`config.mk`:
```
export PLATFORM = sky130hd
export DESIGN_NAME = psev_mono
export DESIGN_NICKNAME = d
export VERILOG_FILES = /design/src/hdl/psev_pkg.sv /design/src/hdl/psev_mono.sv
export SDC_FILE = /design/constraint.sdc
export NUM_CORES = 2
export LEC_CHECK = 0
export BUFFER_PORTS_ARGS = -buffer_cell sky130_fd_sc_hd__buf_4
export CAP_MARGIN = 30
export CORE_ASPECT_RATIO = 0.9
export CORE_UTILIZATION = 60
export CTS_CLUSTER_DIAMETER = 200
export DETAILED_ROUTE_END_ITERATION = 6
export PLACE_DENSITY = 0.76
export RECOVER_POWER = 50
export SLEW_MARGIN = 10
export SYNTH_ARGS = -nofsm -noshare
export SYNTH_HDL_FRONTEND = slang
export SYNTH_SLANG_ARGS = --single-unit
```
`constraint.sdc`:
```
create_clock -name clk -period 12.4 [get_ports clk]
set_clock_uncertainty 0.2 [all_clocks]
set_input_delay 0.62 -clock clk [delete_from_list [all_inputs] [get_ports clk]]
set_output_delay 0.62 -clock clk [all_outputs]
set_load 0.02 [all_outputs]
```
`src/hdl/psev_pkg.sv`:
```
// shared types and constants for the polynomial surface evaluator
`default_nettype none
package psev_pkg;

  localparam int COORD_W   = 16;
  localparam int COEF_W    = 32;
  localparam int Z_W       = 48;
  localparam int DEG_W     = 2;
  localparam int NUM_COEFS = 6;
  localparam int CFG_IDX_W = 3;
  localparam int CFG_DAT_W = 32;

  typedef logic signed [COEF_W-1:0] coef_t;
  typedef coef_t [NUM_COEFS-1:0] coef_vec_t;

  // polynomial degree codes
  localparam logic [DEG_W-1:0] DEG_0 = 2'd0;
  localparam logic [DEG_W-1:0] DEG_1 = 2'd1;
  localparam logic [DEG_W-1:0] DEG_2 = 2'd2;

  // configuration register indexes
  typedef enum logic [CFG_IDX_W-1:0] {
    REG_DEGREE = 3'd0,
    REG_COEF_0 = 3'd1,
    REG_COEF_1 = 3'd2,
    REG_COEF_2 = 3'd3,
    REG_COEF_3 = 3'd4,
    REG_COEF_4 = 3'd5,
    REG_COEF_5 = 3'd6
  } cfg_reg_t;

  // control that travels alongside each pipeline stage
  typedef struct packed {
    logic vld;
    logic last;
  } ctl_t;

endpackage
`default_nettype wire

```
`src/hdl/psev_mono.sv`:
```
// stage one: monomials of the point, chosen per coefficient slot by degree
`default_nettype none
module psev_mono #(
  parameter int MAX_DEGREE = 2,
  parameter int COORD_BITS = 16
) (
  input  wire logic                          clk,
  input  wire logic                          rst_n,
  input  wire logic [psev_pkg::COORD_W-1:0]  in_x,
  input  wire logic [psev_pkg::COORD_W-1:0]  in_y,
  input  wire psev_pkg::ctl_t                in_ctl,
  input  wire logic [psev_pkg::DEG_W-1:0]    degree,
  input  wire logic                          dn_rdy,
  output logic                               up_rdy,
  output psev_pkg::ctl_t                     out_ctl,
  output logic signed [2*COORD_BITS-1:0]     mono [psev_pkg::NUM_COEFS]
);
  import psev_pkg::*;

  localparam int MW = 2 * COORD_BITS;
  localparam logic [DEG_W-1:0] MAX_DEG = DEG_W'(MAX_DEGREE);

  logic signed [COORD_BITS-1:0] xs, ys;
  logic signed [MW-1:0]         xx, xy, yy;
  logic [DEG_W-1:0]             deg_eff;
  ctl_t                         ctl_r;
  logic signed [MW-1:0]         mono_r   [NUM_COEFS];
  logic signed [MW-1:0]         mono_nxt [NUM_COEFS];

  assign xs = signed'(in_x[COORD_BITS-1:0]);
  assign ys = signed'(in_y[COORD_BITS-1:0]);
  assign xx = MW'(xs) * MW'(xs);
  assign xy = MW'(xs) * MW'(ys);
  assign yy = MW'(ys) * MW'(ys);

  // codes above the build limit act as the limit
  assign deg_eff = (degree > MAX_DEG) ? MAX_DEG : degree;

  always_comb begin
    for (int k = 0; k < NUM_COEFS; k++) begin
      mono_nxt[k] = '0;
    end
    case (deg_eff)
      DEG_0: begin
        mono_nxt[0] = MW'(1);
      end
      DEG_1: begin
        mono_nxt[0] = MW'(1);
        mono_nxt[1] = MW'(xs);
        mono_nxt[2] = MW'(ys);
      end
      DEG_2: begin
        mono_nxt[0] = MW'(1);
        mono_nxt[1] = MW'(xs);
        mono_nxt[2] = xx;
        mono_nxt[3] = MW'(ys);
        mono_nxt[4] = xy;
        mono_nxt[5] = yy;
      end
      default: begin
        mono_nxt[0] = '0;
      end
    endcase
  end

  assign up_rdy = !ctl_r.vld || dn_rdy;

  always_ff @(posedge clk) begin
    if (!rst_n) begin
      ctl_r <= '0;
    end else if (up_rdy) begin
      ctl_r <= in_ctl;
    end
  end

  always_ff @(posedge clk) begin
    if (up_rdy) begin
      mono_r <= mono_nxt;
    end
  end

  assign out_ctl = ctl_r;
  assign mono    = mono_r;

endmodule
`default_nettype wire

```
==> summary.md <==
| Metric | Value |
|---|---|
| Setup repair bufs after CTS | `0` |
| Worst setup EP type | `register` |
| Wire length per cell | `16.9 µm` |
| Die Wd | `249 µm` |
| Synth area leader | `fa_1` |
| IO buf count | `201` |
| Final WL | `71400 µm` |
| Kind of critical path | `input pin to register` |
| CTS tree | `yes` |
| R2R depth | `2` |
| Mean Syn Cell Area | `9.57 µm²` |
| Core area | `0.0536 mm²` |
| DP Cell Count | `4177` |
| Post-CTS Hold Buffers | `0` |
| Failing checks | `capacitance limit, slew limit` |
| Total Die Area | `0.0557 mm²` |
| Clock Sinks | `129` |
| Gr usage total | `27.8%` |
| Rows | `80` |
| Maximum clock path buffer count | `2` |
| Max Used Layer | `met4` |
| Clk_lat worst skew | `0.49 ns` |
| Starting density of the core | `61.3%` |
| Vias | `22384` |
| Nets | `4527` |
| Worst setup margin | `3.80 ns` |
| Crit path max fanout | `29` |
| Met3 routed WL | `4970 µm` |
| Vias in the first global route | `23521` |
| Fill cell count | `4485` |
| Top-count cell post-synth | `inv_1` |
| Share of the synthesized area in the top cell type | `44.9%` |
| Synthesized area | `0.0328 mm²` |
| Number of synthesized flops with an enable pin | `127` |
| Post-route non-filler standard cell count | `4210` |
| Antenna violations before repair | `3` |
| Post-synth ARST share | `0%` |
| Sequential area share after synthesis | `11.7%` |
| Largest family of logic cells by synthesized area | `adder cells` |
| Tightest Hold Check Type | `input pin to register` |
| Number of DRC markers in iteration 0 | `1284` |
| Worst-path clk slew | `0.06 ns` |
| Met2 Wirelength | `34700 µm` |
| FMAX | `116 MHz` |
| Post-CTS resize count | `0` |
| Simple-gate share of the synthesized area | `11.3%` |
| First-pass GRT wire length | `120000 µm` |
| H-tree depth | `4` |
| Synth area leaders | `fa_1, edfxtp_1, inv_1` |
| Req. time, crit path | `12.41 ns` |
| Largest net degree at the start of global routing | `60` |
| Die Y | `224 µm` |
| Synthesized netlist cell count | `3433` |
| Area grow syn2layout | `4.98%` |
| RD Place Congestion | `0.881` |
| WHS Path Cells | `2` |
| Final Hold Viols | `0` |
| Drt first pass iters | `5` |
| Status | `finished, violations left` |
| Setup tns final | `0 ns` |
| RSZ-0062 raised after global routing | `no` |
| Root buffer cell | `clkbuf_16` |
| Final antenna-violating net count | `0` |
| Grt ovf | `0` |
| DPL Wire Length | `54600 µm` |
| Worst Hold Margin | `0.153 ns` |
| Sequential cell area | `0.00385 mm²` |
| Yosys warns | `0` |
| Post-synthesis mux area share | `0.0914%` |
| Synth top cells by count | `inv_1, fa_1, nand2_1, ha_1, and2_1` |
| I/O pins | `234` |
| Routed length on met1 | `30000 µm` |
| Worst slew margin | `-84.0%` |
| Worst Path Arrival | `8.61 ns` |
| Final slew viol count | `222` |
| Slew @ Worst Pin | `2.76 ns` |
| DRC | `0` |
| Xor/xnor share of the synthesized area | `2.91%` |
| Adder-Cell Fraction of Synth Area | `54.5%` |
| Area of the multi-input gates | `0.0246 mm²` |
| Synth Area in Compound Gates | `5.67%` |
| Final period util | `69.3%` |
| Pre-CTS setup slack | `4.43 ns` |
| Post-synth top flop | `edfxtp_1` |
| Synthesized flop and latch total | `129` |
| Fin crit period | `8.60 ns` |
| Num CTS Buffers | `17` |
| Crit path launch type | `input pin` |
| Via density per instance | `5.32` |
| Layout cell share with drive strength beyond 1 | `3.96%` |
| Worst R2R Setup Slack | `8.58 ns` |
| Max-Cap Viols | `6` |
| Setup violations, final | `0` |
| Distinct cell type count after synthesis | `74` |
## placed cells by master, fill, tap and decap left out, types with 4 or more instances in the layout
master	synthesis	layout
buf_4	65	72
ha_1	253	253
o21a_1	14	14
a21oi_1	72	72
or2_2	4	4
a211o_1	5	5
fa_1	736	736
nor2_1	160	160
o211ai_1	7	7
xnor2_1	74	74
nand2_1	322	322
nand4_1	4	4
nor2b_1	16	16
a31o_2	9	9
o21ai_0	59	59
nor3_1	10	10
inv_1	940	940
o21ai_1	6	6
a21o_1	37	37
and3_1	13	13
a211oi_1	12	12
nand3_1	20	20
and2_1	197	192
clkinv_1	5	7
edfxtp_1	127	127
and2_0	0	5
o31ai_1	4	4
clkbuf_16	0	17
nand2b_1	28	28
clkbuf_1	120	136
xor2_1	35	35
o21bai_1	5	5
conb_1	2	33
## kinds of logic (layout without fill, tap and decap cells)
kind of cell	Yosys count	after routing
buf+inv	1139	1186
fa+ha+maj	989	989
simple gates	789	789
compound gates	273	273
flops	129	129
xor+xnor	109	109
mux	3	3
other cells	2	35
## registers in the layout, indices dropped and copies added, names as in the netlist
register  flops
mono        127
out_ctl       2
## critical path, cell delays in order
cell	delay [ns]
clkbuf_1	1.03
inv_1	0.77
nor2_1	0.41
fa_1	0.63
fa_1	0.90
fa_1	0.53
fa_1	0.50
fa_1	0.48
inv_1	0.05
fa_1	0.47
inv_1	0.04
ha_1	0.30
or2_2	0.32
a21oi_1	0.18
inv_1	0.06
a31o_2	0.23
a221oi_1	0.47
o211ai_1	0.17
a31oi_1	0.21
xor2_1	0.16
o21ai_1	0.07
## area by class of cell
class                      count  area share, %
antenna                        2         0.0145
clock buffer                  17           1.23
clock inverter                14          0.403
inverter                     946           10.3
multi-input combinational   2196           71.3
sequential                   129           11.2
tap                          697           2.53
timing repair buffer         209           3.06
## metal layers
layer / global-route usage [%] / vias to the layer above
li1: - / 10156
met1: 38.4 / 11446
met2: 45.7 / 685
met3: 4.35 / 97
met4: 8.56 / 0
met5: 0 / -
## worst paths after layout
check / from / endpoint
hold reg to reg: out_ctl[0] / out_ctl[0]
hold / removal: rst_n / out_ctl[0]
setup reg to reg: out_ctl[1] / mono[50]
setup / recovery: in_x[15] / mono[126]
## per-stage QoR
step	area (µm²)	utilization, %
2_1_floorplan	33000	-
3_3_place_gp	34400	64.3
3_5_place_dp	34400	64.3
4_1_cts	35000	65.3
5_1_grt	34500	64.4
6_report	34500	64.4
Power is not shown: default switching activity piles up to over one toggle a cycle in this logic, so the estimate is an artifact.
