$ cat config.mk
export PLATFORM = sky130hd
export DESIGN_NAME = psev_sum
export DESIGN_NICKNAME = d
export VERILOG_FILES = /design/src/hdl/psev_pkg.sv /design/src/hdl/psev_sum.sv
export SDC_FILE = /design/constraint.sdc
export NUM_CORES = 1
export LEC_CHECK = 0
export ABC_AREA = 1
export BUFFER_PORTS_ARGS = -buffer_cell sky130_fd_sc_hd__buf_4
export CELL_PAD_IN_SITES_DETAIL_PLACEMENT = 1
export CELL_PAD_IN_SITES_GLOBAL_PLACEMENT = 1
export CORE_MARGIN = 2
export CORE_UTILIZATION = 45
export CTS_CLUSTER_SIZE = 40
export DETAILED_ROUTE_END_ITERATION = 6
export GPL_ROUTABILITY_DRIVEN = 0
export PLACE_DENSITY = 0.94
export SLEW_MARGIN = 20
export SYNTH_ARGS = -nofsm -noshare
export SYNTH_HDL_FRONTEND = slang
export SYNTH_SLANG_ARGS = --single-unit
$ cat constraint.sdc
create_clock -name clk -period 12.35 [get_ports clk]
set_clock_uncertainty 0.1 [all_clocks]
set_input_delay 1.235 -clock clk [delete_from_list [all_inputs] [get_ports clk]]
set_output_delay 1.235 -clock clk [all_outputs]
set_load 0.005 [all_outputs]
$ cat src/hdl/psev_pkg.sv
// shared types and constants for the polynomial surface evaluator
`default_nettype none
package psev_pkg;

  localparam int COORD_W   = 16;
  localparam int COEF_W    = 32;
  localparam int Z_W       = 48;
  localparam int DEG_W     = 2;
  localparam int NUM_COEFS = 6;
  localparam int CFG_IDX_W = 3;
  localparam int CFG_DAT_W = 32;

  typedef logic signed [COEF_W-1:0] coef_t;
  typedef coef_t [NUM_COEFS-1:0] coef_vec_t;

  // polynomial degree codes
  localparam logic [DEG_W-1:0] DEG_0 = 2'd0;
  localparam logic [DEG_W-1:0] DEG_1 = 2'd1;
  localparam logic [DEG_W-1:0] DEG_2 = 2'd2;

  // configuration register indexes
  typedef enum logic [CFG_IDX_W-1:0] {
    REG_DEGREE = 3'd0,
    REG_COEF_0 = 3'd1,
    REG_COEF_1 = 3'd2,
    REG_COEF_2 = 3'd3,
    REG_COEF_3 = 3'd4,
    REG_COEF_4 = 3'd5,
    REG_COEF_5 = 3'd6
  } cfg_reg_t;

  // control that travels alongside each pipeline stage
  typedef struct packed {
    logic vld;
    logic last;
  } ctl_t;

endpackage
`default_nettype wire

$ cat src/hdl/psev_sum.sv
// stages three to five: registered adder tree and 48-bit saturation
`default_nettype none
module psev_sum #(
  parameter int COORD_BITS = 16
) (
  input  wire logic                                       clk,
  input  wire logic                                       rst_n,
  input  wire psev_pkg::ctl_t                             in_ctl,
  input  wire logic signed [psev_pkg::COEF_W+2*COORD_BITS-1:0] prod [psev_pkg::NUM_COEFS],
  input  wire logic                                       dn_rdy,
  output logic                                            up_rdy,
  output psev_pkg::ctl_t                                  out_ctl,
  output logic signed [psev_pkg::Z_W-1:0]                 z,
  output logic                                            ovf
);
  import psev_pkg::*;

  localparam int PW = COEF_W + 2 * COORD_BITS;
  localparam int SW = PW + 3;
  localparam logic signed [SW-1:0] ZMAX = {{(SW-Z_W+1){1'b0}}, {(Z_W-1){1'b1}}};
  localparam logic signed [SW-1:0] ZMIN = ~ZMAX;

  ctl_t                 ctl3_r, ctl4_r, ctl5_r;
  logic                 rdy3, rdy4, rdy5;
  logic signed [SW-1:0] pair_r [3];
  logic signed [SW-1:0] tot_r;
  logic signed [SW-1:0] tot_nxt;
  logic signed [Z_W-1:0] z_r;
  logic                 ovf_r;

  assign rdy5   = !ctl5_r.vld || dn_rdy;
  assign rdy4   = !ctl4_r.vld || rdy5;
  assign rdy3   = !ctl3_r.vld || rdy4;
  assign up_rdy = rdy3;

  assign tot_nxt = pair_r[0] + pair_r[1] + pair_r[2];

  always_ff @(posedge clk) begin
    if (!rst_n) begin
      ctl3_r <= '0;
      ctl4_r <= '0;
      ctl5_r <= '0;
    end else begin
      if (rdy3) begin
        ctl3_r <= in_ctl;
      end
      if (rdy4) begin
        ctl4_r <= ctl3_r;
      end
      if (rdy5) begin
        ctl5_r <= ctl4_r;
      end
    end
  end

  always_ff @(posedge clk) begin
    if (rdy3) begin
      for (int k = 0; k < 3; k++) begin
        pair_r[k] <= SW'(prod[2*k]) + SW'(prod[2*k+1]);
      end
    end
    if (rdy4) begin
      tot_r <= tot_nxt;
    end
    if (rdy5) begin
      if (tot_r > ZMAX) begin
        z_r   <= ZMAX[Z_W-1:0];
        ovf_r <= 1'b1;
      end else if (tot_r < ZMIN) begin
        z_r   <= ZMIN[Z_W-1:0];
        ovf_r <= 1'b1;
      end else begin
        z_r   <= tot_r[Z_W-1:0];
        ovf_r <= 1'b0;
      end
    end
  end

  assign out_ctl = ctl5_r;
  assign z       = z_r;
  assign ovf     = ovf_r;

endmodule
`default_nettype wire

==> run summary, run 1 <==
The flow ran to the end, and the final reports show no timing, DRC or antenna violations. STA puts the critical path data arrival time at 5060 ps. The worst reg2reg path depth came out at 7. In this run the power density over the cells is 190 mW/mm^2. The via-per-instance ratio came out at 5.72. The cell family contributing the most delay on the critical path is buffers and inverters.

The tools report the nature of the critical path endpoint as a flop. The routed wirelength normalized by instance count works out to 22.2 um. Compared with the post-synthesis result, the final layout area differs by 17.1%. For the worst-skew pair, the clock arrives at the later sink with an insertion delay of 570 ps.

The critical setup path kind was input port to flop. The H-tree generated during clock tree synthesis spans 2 levels. The sort of element at the start of the critical path was an input port. From bottom edge to top edge, the die measures 275 um. For the number of global-route vias before repair, the log shows 39,200.

The total of cells resized after clock tree synthesis came out at 0. The total global routing overflow came out at 0. The utilization of the core after routing was 53.1%. The synthesized net count is 5,854. The biggest area contributor in the post-synthesis netlist is sky130_fd_sc_hd__edfxtp_1. The logs give 3 for the maximum buffer depth of the clock tree and 0.0754 sq mm for the die outline area. For this design the total switching power over the nets is 3.73 mW. For the wire length of the first global-routing pass, the log shows 219,000 um.

The transition at the pin with the smallest max-transition slack came out at 1020 ps. Setup slack on the critical path of the routed design comes to 7360 ps. The synthesized instance count is 5,139.

Sequential cells account for 26.4% of the total power. The endpoint of the most critical register-to-register path is pair_r[0][68]. The logs give 0.0727 sq mm for the area inside the core boundary and 12,420 ps for the required time at the worst-slack endpoint. After clock tree synthesis, the flow added hold-fix buffers numbering 0.

The worst path in the final design needs a cycle of 4990 ps, including I/O delays and setup. For this design the static power due to leakage is 20.8 nW. Summing all placed instances gives a cell area of 0.0374 sq mm. TritonCTS built the clock tree. Buffers placed on the I/O ports in this run total 440. The highest ir drop seen on vdd is 163 uV. The final sum of negative setup slack is 0 ps, and the clock-pin slew of the registers on the worst-case setup and hold paths is 60 ps. In the routed design, unresolved DRC markers number 0. After layout, the worst path uses 40.4% of the clock period. The path with the worst hold slack has its endpoint at out_ctl[1]. The share of total power dissipated in the clock network is 14.5%. The tools report the overall fraction of global-route tracks in use as 37.9%. The number of clock buffers added by TritonCTS is 36.

For this run, the number of Yosys warnings is 0. The number of antenna-violating nets in the routed design was 0; the number of buffer and inverter instances along the worst setup path was 4. The post-synthesis register bit count came out at 317. The number of placed instances, taps included, is 6,530. The reg-to-reg critical path startpoint was out_ctl[1]. For the site row count, the log shows 99. The buffer type at the clock tree root was sky130_fd_sc_hd__clkbuf_16. Per report_power, the combinational group accounts for 59.2% of the total. In this run the most critical hold path is launched from ctl4_r[1].

Once the clock tree was built, the setup fixing pass inserted 0 buffers. The share of total power consumed by net switching is 50.8%. The slowest stage of the critical path is the sky130_fd_sc_hd__buf_4 cell.

The logs give 3,034 for the DRC violation total after the first TritonRoute iteration and 31 for the count of unique library cells instantiated by Yosys. At the end of the flow, the number of nets in the layout was 6,325. Walking the worst path, the cells encountered are buf_4 > nor2_1 > inv_2 > nor2_1 > nand2_4 > buf_4 > buf_4.

Count of final hold-check violations: 0. Across all register-to-register paths, the minimum setup slack is 7740 ps. The max-cap violation count is 0, and the number of iterations in the first detailed-routing pass is 6. Measured along the x axis, the die boundary spans 275 um.

The fraction of synthesized cell area taken by the top area cell type works out to 28.3%. The detailed-route via count was 37,700. Once detailed placement completed, the half-perimeter wirelength came to 123,000 um. Number of standard cells in the final layout excluding fillers: 6,598. The internal power contribution was 3.62 mW. The highest cell delay on the worst timing path came out at 900 ps. The pin count of the biggest net entering global routing is 75. Sorting the synthesized cells by area gives the leading types as sky130_fd_sc_hd__edfxtp_1 28%, sky130_fd_sc_hd__nand2_1 21%, sky130_fd_sc_hd__inv_1 11%, sky130_fd_sc_hd__ha_1 9.8%, sky130_fd_sc_hd__nor2_1 6.2%.

Of the cells placed in the final design, the portion with a size suffix greater than 1 is 9.32%. Summing the sequential cell areas from Yosys gives 28.7% of the chip area. CTS saw 317 sinks.

Total wirelength of the detailed-routed design: 147,000 um. Setup violations remaining at the end of the flow were counted as 0. The relative slew slack was 32.1%; the maximum clock rate was 200 MHz.

The critical path runs through a total of 7 cells. The worst hold path cell count was 2. The max-slew violation count was 0. In this run the worst path has a maximum fanout of 74. The tools report the total non-filler cell area in the finished layout as 0.0386 sq mm. A synthesized cell averages 6.41 sq um.

The tightest min-delay check is of the flop to flop type. The tools report the total I/O pin count as 441. In this design, the critical path's most frequently occurring cell is sky130_fd_sc_hd__buf_4. OpenSTA, run right after detailed placement, puts the worst setup slack at 6890 ps. Setup repair after global routing left no endpoint under its margin. The initial antenna violation count was 2; the effective utilization at floorplan was 45.3%.

After synthesis the cells add up to 0.0330 sq mm.
==> layout make-up <==
type,count,area [sq um]
inverters,1008,3780
repair buffers,444,3350
fillers,9946,34100
well taps,959,1200
clock buffers,41,941
flip-flops and latches,317,9460
multi-input cells,3803,19700
clock inverters,23,169
diodes,3,7.51
==> how the worst max path moves through the flow <==
stage / startpoint / slack, ps / endpoint
after global routing: dn_rdy / 7090 / pair_r[0][153]
after global placement: dn_rdy / 7270 / pair_r[0][1]
after floorplan: dn_rdy / 4270 / up_rdy
after CTS: dn_rdy / 7410 / pair_r[0][29]
after detailed placement: dn_rdy / 6890 / pair_r[0][1]
final: dn_rdy / 7360 / pair_r[0][68]
==> per-stage QoR <==
stage | total power, mW | hold WS (ps)
2_1_floorplan | 4.32 | 334
3_3_place_gp | 5.66 | 358
3_5_place_dp | 6.00 | 361
4_1_cts | 7.12 | 371
5_1_grt | 7.68 | 412
6_report | 7.35 | 369
==> sequential cells by signal, indices dropped and copies added (netlist names) <==
register,flops
ovf,1
z,48
pair_r,195
out_ctl,2
tot_r,67
ctl4_r,2
ctl3_r,2
==> worst register-to-register path, delay by kind of cell (launching register included) <==
family,cells,cell delay (ps)
flip-flops,1,320
AND/OR/NAND/NOR,3,1070
buffers and inverters,4,2670
==> logic make-up after synthesis <==
family	count (synthesis)	share of synthesized area, %
compound gates	567	8.90
xor+xnor	130	3.45
fa+ha+maj	326	13.9
buf+inv	1019	11.7
flops	317	28.7
simple gates	2780	33.3
==> cell usage after synthesis (all sizes together) <==
cell type	n
o21ai	187
nand4	31
a21o	8
nor4	13
edfxtp	311
xnor2	1
dfxtp	6
xor2	129
fa	69
nand3	213
o21bai	21
nand3b	1
o21a	5
nor3	77
inv	1008
a21oi	342
and2	1
nand2	1890
a21boi	4
clkbuf	2
buf	9
or4	1
ha	257
nor2	553
==> power by group through the flow <==
stage	logic (mW)	clock network [mW]	registers (mW)
global route	4.64	1.09	1.95
CTS	4.14	1.05	1.93
detailed placement	4.06	0	1.95
global placement	3.77	0	1.89
floorplan	2.49	0	1.83
finish	4.35	1.06	1.94
==> metal layers <==
| metal | track usage, % | part of all wire (%) | up-vias | wire [um] |
|---|---|---|---|---|
| met5 | 0 | 0.0089 | - | 13 |
| met4 | 27.3 | 8.1 | 2 | 11800 |
| met3 | 7.27 | 8.6 | 638 | 12600 |
| met2 | 64.9 | 47 | 2071 | 69500 |
| met1 | 42.3 | 36 | 18000 | 52900 |
| li1 | - | - | 17000 | - |
==> cell usage in the layout (no fill, tap or decap), types with 3 or more instances in the layout <==
cell type / instances
sky130_fd_sc_hd__nand2_1: 1872
sky130_fd_sc_hd__inv_1: 1005
sky130_fd_sc_hd__nor2_1: 548
sky130_fd_sc_hd__buf_4: 443
sky130_fd_sc_hd__a21oi_1: 342
sky130_fd_sc_hd__edfxtp_1: 311
sky130_fd_sc_hd__ha_1: 257
sky130_fd_sc_hd__nand3_1: 212
sky130_fd_sc_hd__o21ai_0: 184
sky130_fd_sc_hd__xor2_1: 129
sky130_fd_sc_hd__nor3_1: 77
sky130_fd_sc_hd__fa_1: 69
sky130_fd_sc_hd__clkbuf_16: 37
sky130_fd_sc_hd__nand4_1: 31
sky130_fd_sc_hd__o21bai_1: 21
sky130_fd_sc_hd__nand2_2: 17
sky130_fd_sc_hd__nor4_1: 13
sky130_fd_sc_hd__clkinv_2: 10
sky130_fd_sc_hd__a21o_1: 8
sky130_fd_sc_hd__clkinv_1: 7
sky130_fd_sc_hd__dfxtp_1: 6
sky130_fd_sc_hd__o21a_1: 5
sky130_fd_sc_hd__a21boi_0: 4
sky130_fd_sc_hd__clkbuf_1: 4
sky130_fd_sc_hd__diode_2: 3
sky130_fd_sc_hd__inv_2: 3
sky130_fd_sc_hd__nor2_2: 3
No activity file was read; power rests on OpenSTA's default activity.
==> run 2, diff against run 1 <==
- CORE_UTILIZATION: 45 -> 38
- PLACE_DENSITY: 0.94 -> 0.86
- clock period: 12.35 -> 4 ns (I/O delays scaled with it)
==> run 2 against run 1 <==
  * Cell area is 1.2% higher
  * Clock power grew to 3.3 times the previous value
  * Critical path depth is 7 higher
  * Sequential power grew to 3.0 times the previous value
  * Sequential share of layout area is 0.29 points lower
  * Wire length is 4.7% lower
  * Worst setup slack worse by 7000 ps
  * Sequential cell count stayed put
  * Register-to-register slack worse by 7400 ps
  * Die area is 18% higher
  * First-iteration DRC count is 8.7% lower
  * Final cell count is 3.1% higher
==> run summary, run 2 (synthesized netlist as in run 1, its figures left out) <==
For the detailed-route via count, the log shows 36,000 (was 37,700). Setup repair after global routing left no endpoint under its margin. The DRC violation total after the first TritonRoute iteration was 2,771 (was 3,034). The routed wirelength normalized by instance count is 20.6 um (was 22.2 um). Register containing the most flip-flops in the final layout: pair_r (unchanged). The number of fill cells is 11,600 (was 9,946), and the effective utilization at floorplan is 38.2% (was 45.3%). The run gives 4170 ps (was 12,420 ps) as the required time at the worst-slack endpoint.

The via-per-instance ratio is 5.29 (was 5.72). The internal power contribution came out at 11.3 mW (was 3.62 mW). The flip-flop count of the largest register, all copies and words added is 195 (unchanged). The fraction of final layout cells sized beyond drive strength 1 works out to 9.48% (was 9.32%). The launch instance of the worst min-delay path is prod[64] (was ctl4_r[1]). Endpoint of the most critical register-to-register path: tot_r[44] (was pair_r[0][68]). The worst-case hold path end point is pair_r[0][134] (was out_ctl[1]). For the number of antenna-violating nets in the routed design, the log shows 0 (unchanged).

The run finished with clean final reports. The number of global-route vias before repair is 37,300 (was 39,200), and the final critical path time including I/O delays and setup is 3610 ps. TritonCTS built the clock tree. For the fraction of power consumed by sequential logic, the log shows 26.1% (was 26.4%).

The tools report the portion of total power attributed to combinational logic as 58.4% (was 59.2%). Site row count: 108 (was 99). The largest fanout of any net on the critical path was 4 (was 74). The tools report the overall fraction of global-route tracks in use as 30.5% (was 37.9%). Most common library cell in the layout ignoring fill and taps: sky130_fd_sc_hd__nand2_1 (unchanged). For the placed wire-length estimate, the log shows 121,000 um (was 123,000 um). The die boundary width came out at 299 um (was 275 um). The logs give 2 (unchanged) for the number of H-tree levels and 0 (unchanged) for the total global routing overflow. The die span in y works out to 299 um (was 275 um). Nature of the critical path endpoint: a flop (unchanged). The area inside the core boundary was 0.0863 sq mm (was 0.0727 sq mm); the later-pin clock latency in the skew report was 590 ps (was 570 ps). For the tightest hold margin, the log shows 29.6 ps (was 369 ps).

For the number of iterations in the first detailed-routing pass, the log shows 6 (unchanged). The relative slew slack came out at 40.2% (was 32.1%). The worst reg2reg path depth was 14 (was 7); the register-to-register setup slack was 390 ps (was 7740 ps). The sort of element at the start of the critical path was a flop (was an input port).

The run gives 69 (was 75) as the pin count of the biggest net entering global routing. The max-slew violation count is 0 (unchanged). The logs give 0 (unchanged) for the number of remaining DRC errors and 0 (unchanged) for the final setup violation count. The run gives 277 MHz as the maximum clock rate. Worst hold path cell count: 2 (unchanged).

The number of buffers created by CTS came out at 37 (was 36). Final sum of negative setup slack: 0 ps (unchanged). Clock net sink count: 317 (unchanged). The final critical path takes up 90.4% of the cycle. The total leakage power was 20.9 nW (was 20.8 nW).

The share of total power consumed by net switching came out at 49.6% (was 50.8%). The count of buffers from port buffering was 440 (unchanged). The critical setup path kind was flop to flop (was input port to flop). The run gives 441 (unchanged) as the total I/O pin count. The total wirelength of the detailed-routed design came out at 140,000 um (was 147,000 um). The total number of nets in the final design came out at 6,338 (was 6,325). The buffer type at the clock tree root was sky130_fd_sc_hd__clkbuf_16 (unchanged). The class of the tightest hold or removal check is input port to flop (was flop to flop). The area growth from synthesis to layout is 18.4% (was 17.1%). The run gives 3 (unchanged) as the maximum buffer depth of the clock tree. The reg-to-reg critical path startpoint is pair_r[0][6] (was out_ctl[1]).

The logs give 412 uV (was 163 uV) for the highest ir drop seen on vdd and 15.5% (was 14.5%) for the clock share of power. Die outline area: 0.0891 sq mm (was 0.0754 sq mm). The initial antenna violation count is 5 (was 2). The transition at the pin with the smallest max-transition slack is 897 ps (was 1020 ps).

The tools report the count of final hold-check violations as 0 (unchanged). The total power per unit cell area was 576 mW/mm^2 (was 190 mW/mm^2). Most frequent cells in the layout: 1,872 x sky130_fd_sc_hd__nand2_1, 1,006 x sky130_fd_sc_hd__inv_1, 548 x sky130_fd_sc_hd__nor2_1 (was 1,872 x sky130_fd_sc_hd__nand2_1, 1,005 x sky130_fd_sc_hd__inv_1, 548 x sky130_fd_sc_hd__nor2_1).

The tools report the net load switching power as 11.1 mW (was 3.73 mW). The wire length of the first global-routing pass is 210,000 um (was 219,000 um), and the clock-pin slew of the registers on the worst-case setup and hold paths is 70 ps (was 60 ps). The logs give 0 (unchanged) for the max-cap violation count and 3780 ps (was 5060 ps) for the critical path arrival.
## run 2: routing by layer
layer	wire (um)	track usage [%]	share of wire, %
met5	13	0	0.0093
met4	10300	19.3	7.3
met3	9400	4.46	6.7
met2	65200	52.0	47
met1	55000	36.1	39
## run 2: through the flow
step	instances	area, sq um	total power, mW	util [%]	setup slack [ps]
floorplan	5139	33000	13.3	-	287
global placement	6733	37800	17.8	43.7	654
detailed placement	6733	37800	18.5	43.7	595
CTS	6800	39000	22.0	45.2	560
global route	6801	39000	23.7	45.2	370
finish	6802	39000	22.5	45.2	386
## run 2: final cells by class
cell class	count	area (sq um)	share of cell area, %
Antenna cell	1	2.50	0.00641
Clock buffer	39	955	2.45
Clock inverter	23	259	0.663
Inverter	1008	3780	9.69
Multi-Input combinational cell	3803	19700	50.4
Sequential cell	317	9460	24.2
Tap cell	1155	1450	3.70
Timing Repair Buffer	456	3460	8.85
## run 2: worst max-delay path: stages (launching register included)
cell,delay [ps]
sky130_fd_sc_hd__edfxtp_1,430
sky130_fd_sc_hd__fa_1,510
sky130_fd_sc_hd__ha_1,380
sky130_fd_sc_hd__nand2_1,240
sky130_fd_sc_hd__inv_1,70
sky130_fd_sc_hd__a21oi_1,350
sky130_fd_sc_hd__nand2_1,290
sky130_fd_sc_hd__nand2_1,130
sky130_fd_sc_hd__nand2_1,130
sky130_fd_sc_hd__nand2_1,100
sky130_fd_sc_hd__nand2_1,160
sky130_fd_sc_hd__nand2_1,130
sky130_fd_sc_hd__nand2_1,60
sky130_fd_sc_hd__nand2_1,80
sky130_fd_sc_hd__nand2_1,140
## run 2: power groups by stage
stage          sequential [mW]  clock (mW)  combinational, mW
2_1_floorplan             5.65           0               7.67
3_3_place_gp              5.83           0               11.9
3_5_place_dp              5.94           0               12.5
4_1_cts                   5.88        3.50               12.7
5_1_grt                   5.95        3.61               14.2
6_report                  5.87        3.49               13.1
## run 2: worst max path at each step
stage	from	to	cells past startpoint
final	pair_r[0][6]	tot_r[44]	14
after floorplan	dn_rdy	pair_r[0][0]	4
after CTS	pair_r[0][7]	tot_r[60]	14
after global placement	pair_r[0][7]	tot_r[60]	14
after detailed placement	pair_r[0][6]	tot_r[60]	14
after global routing	pair_r[0][6]	tot_r[60]	14
## run 2: timing repair
action                                 CTS  global route
hold buffers                             5             0
resized for setup                        0             0
endpoints found under the hold margin    6             0
buffers inserted                         0             0
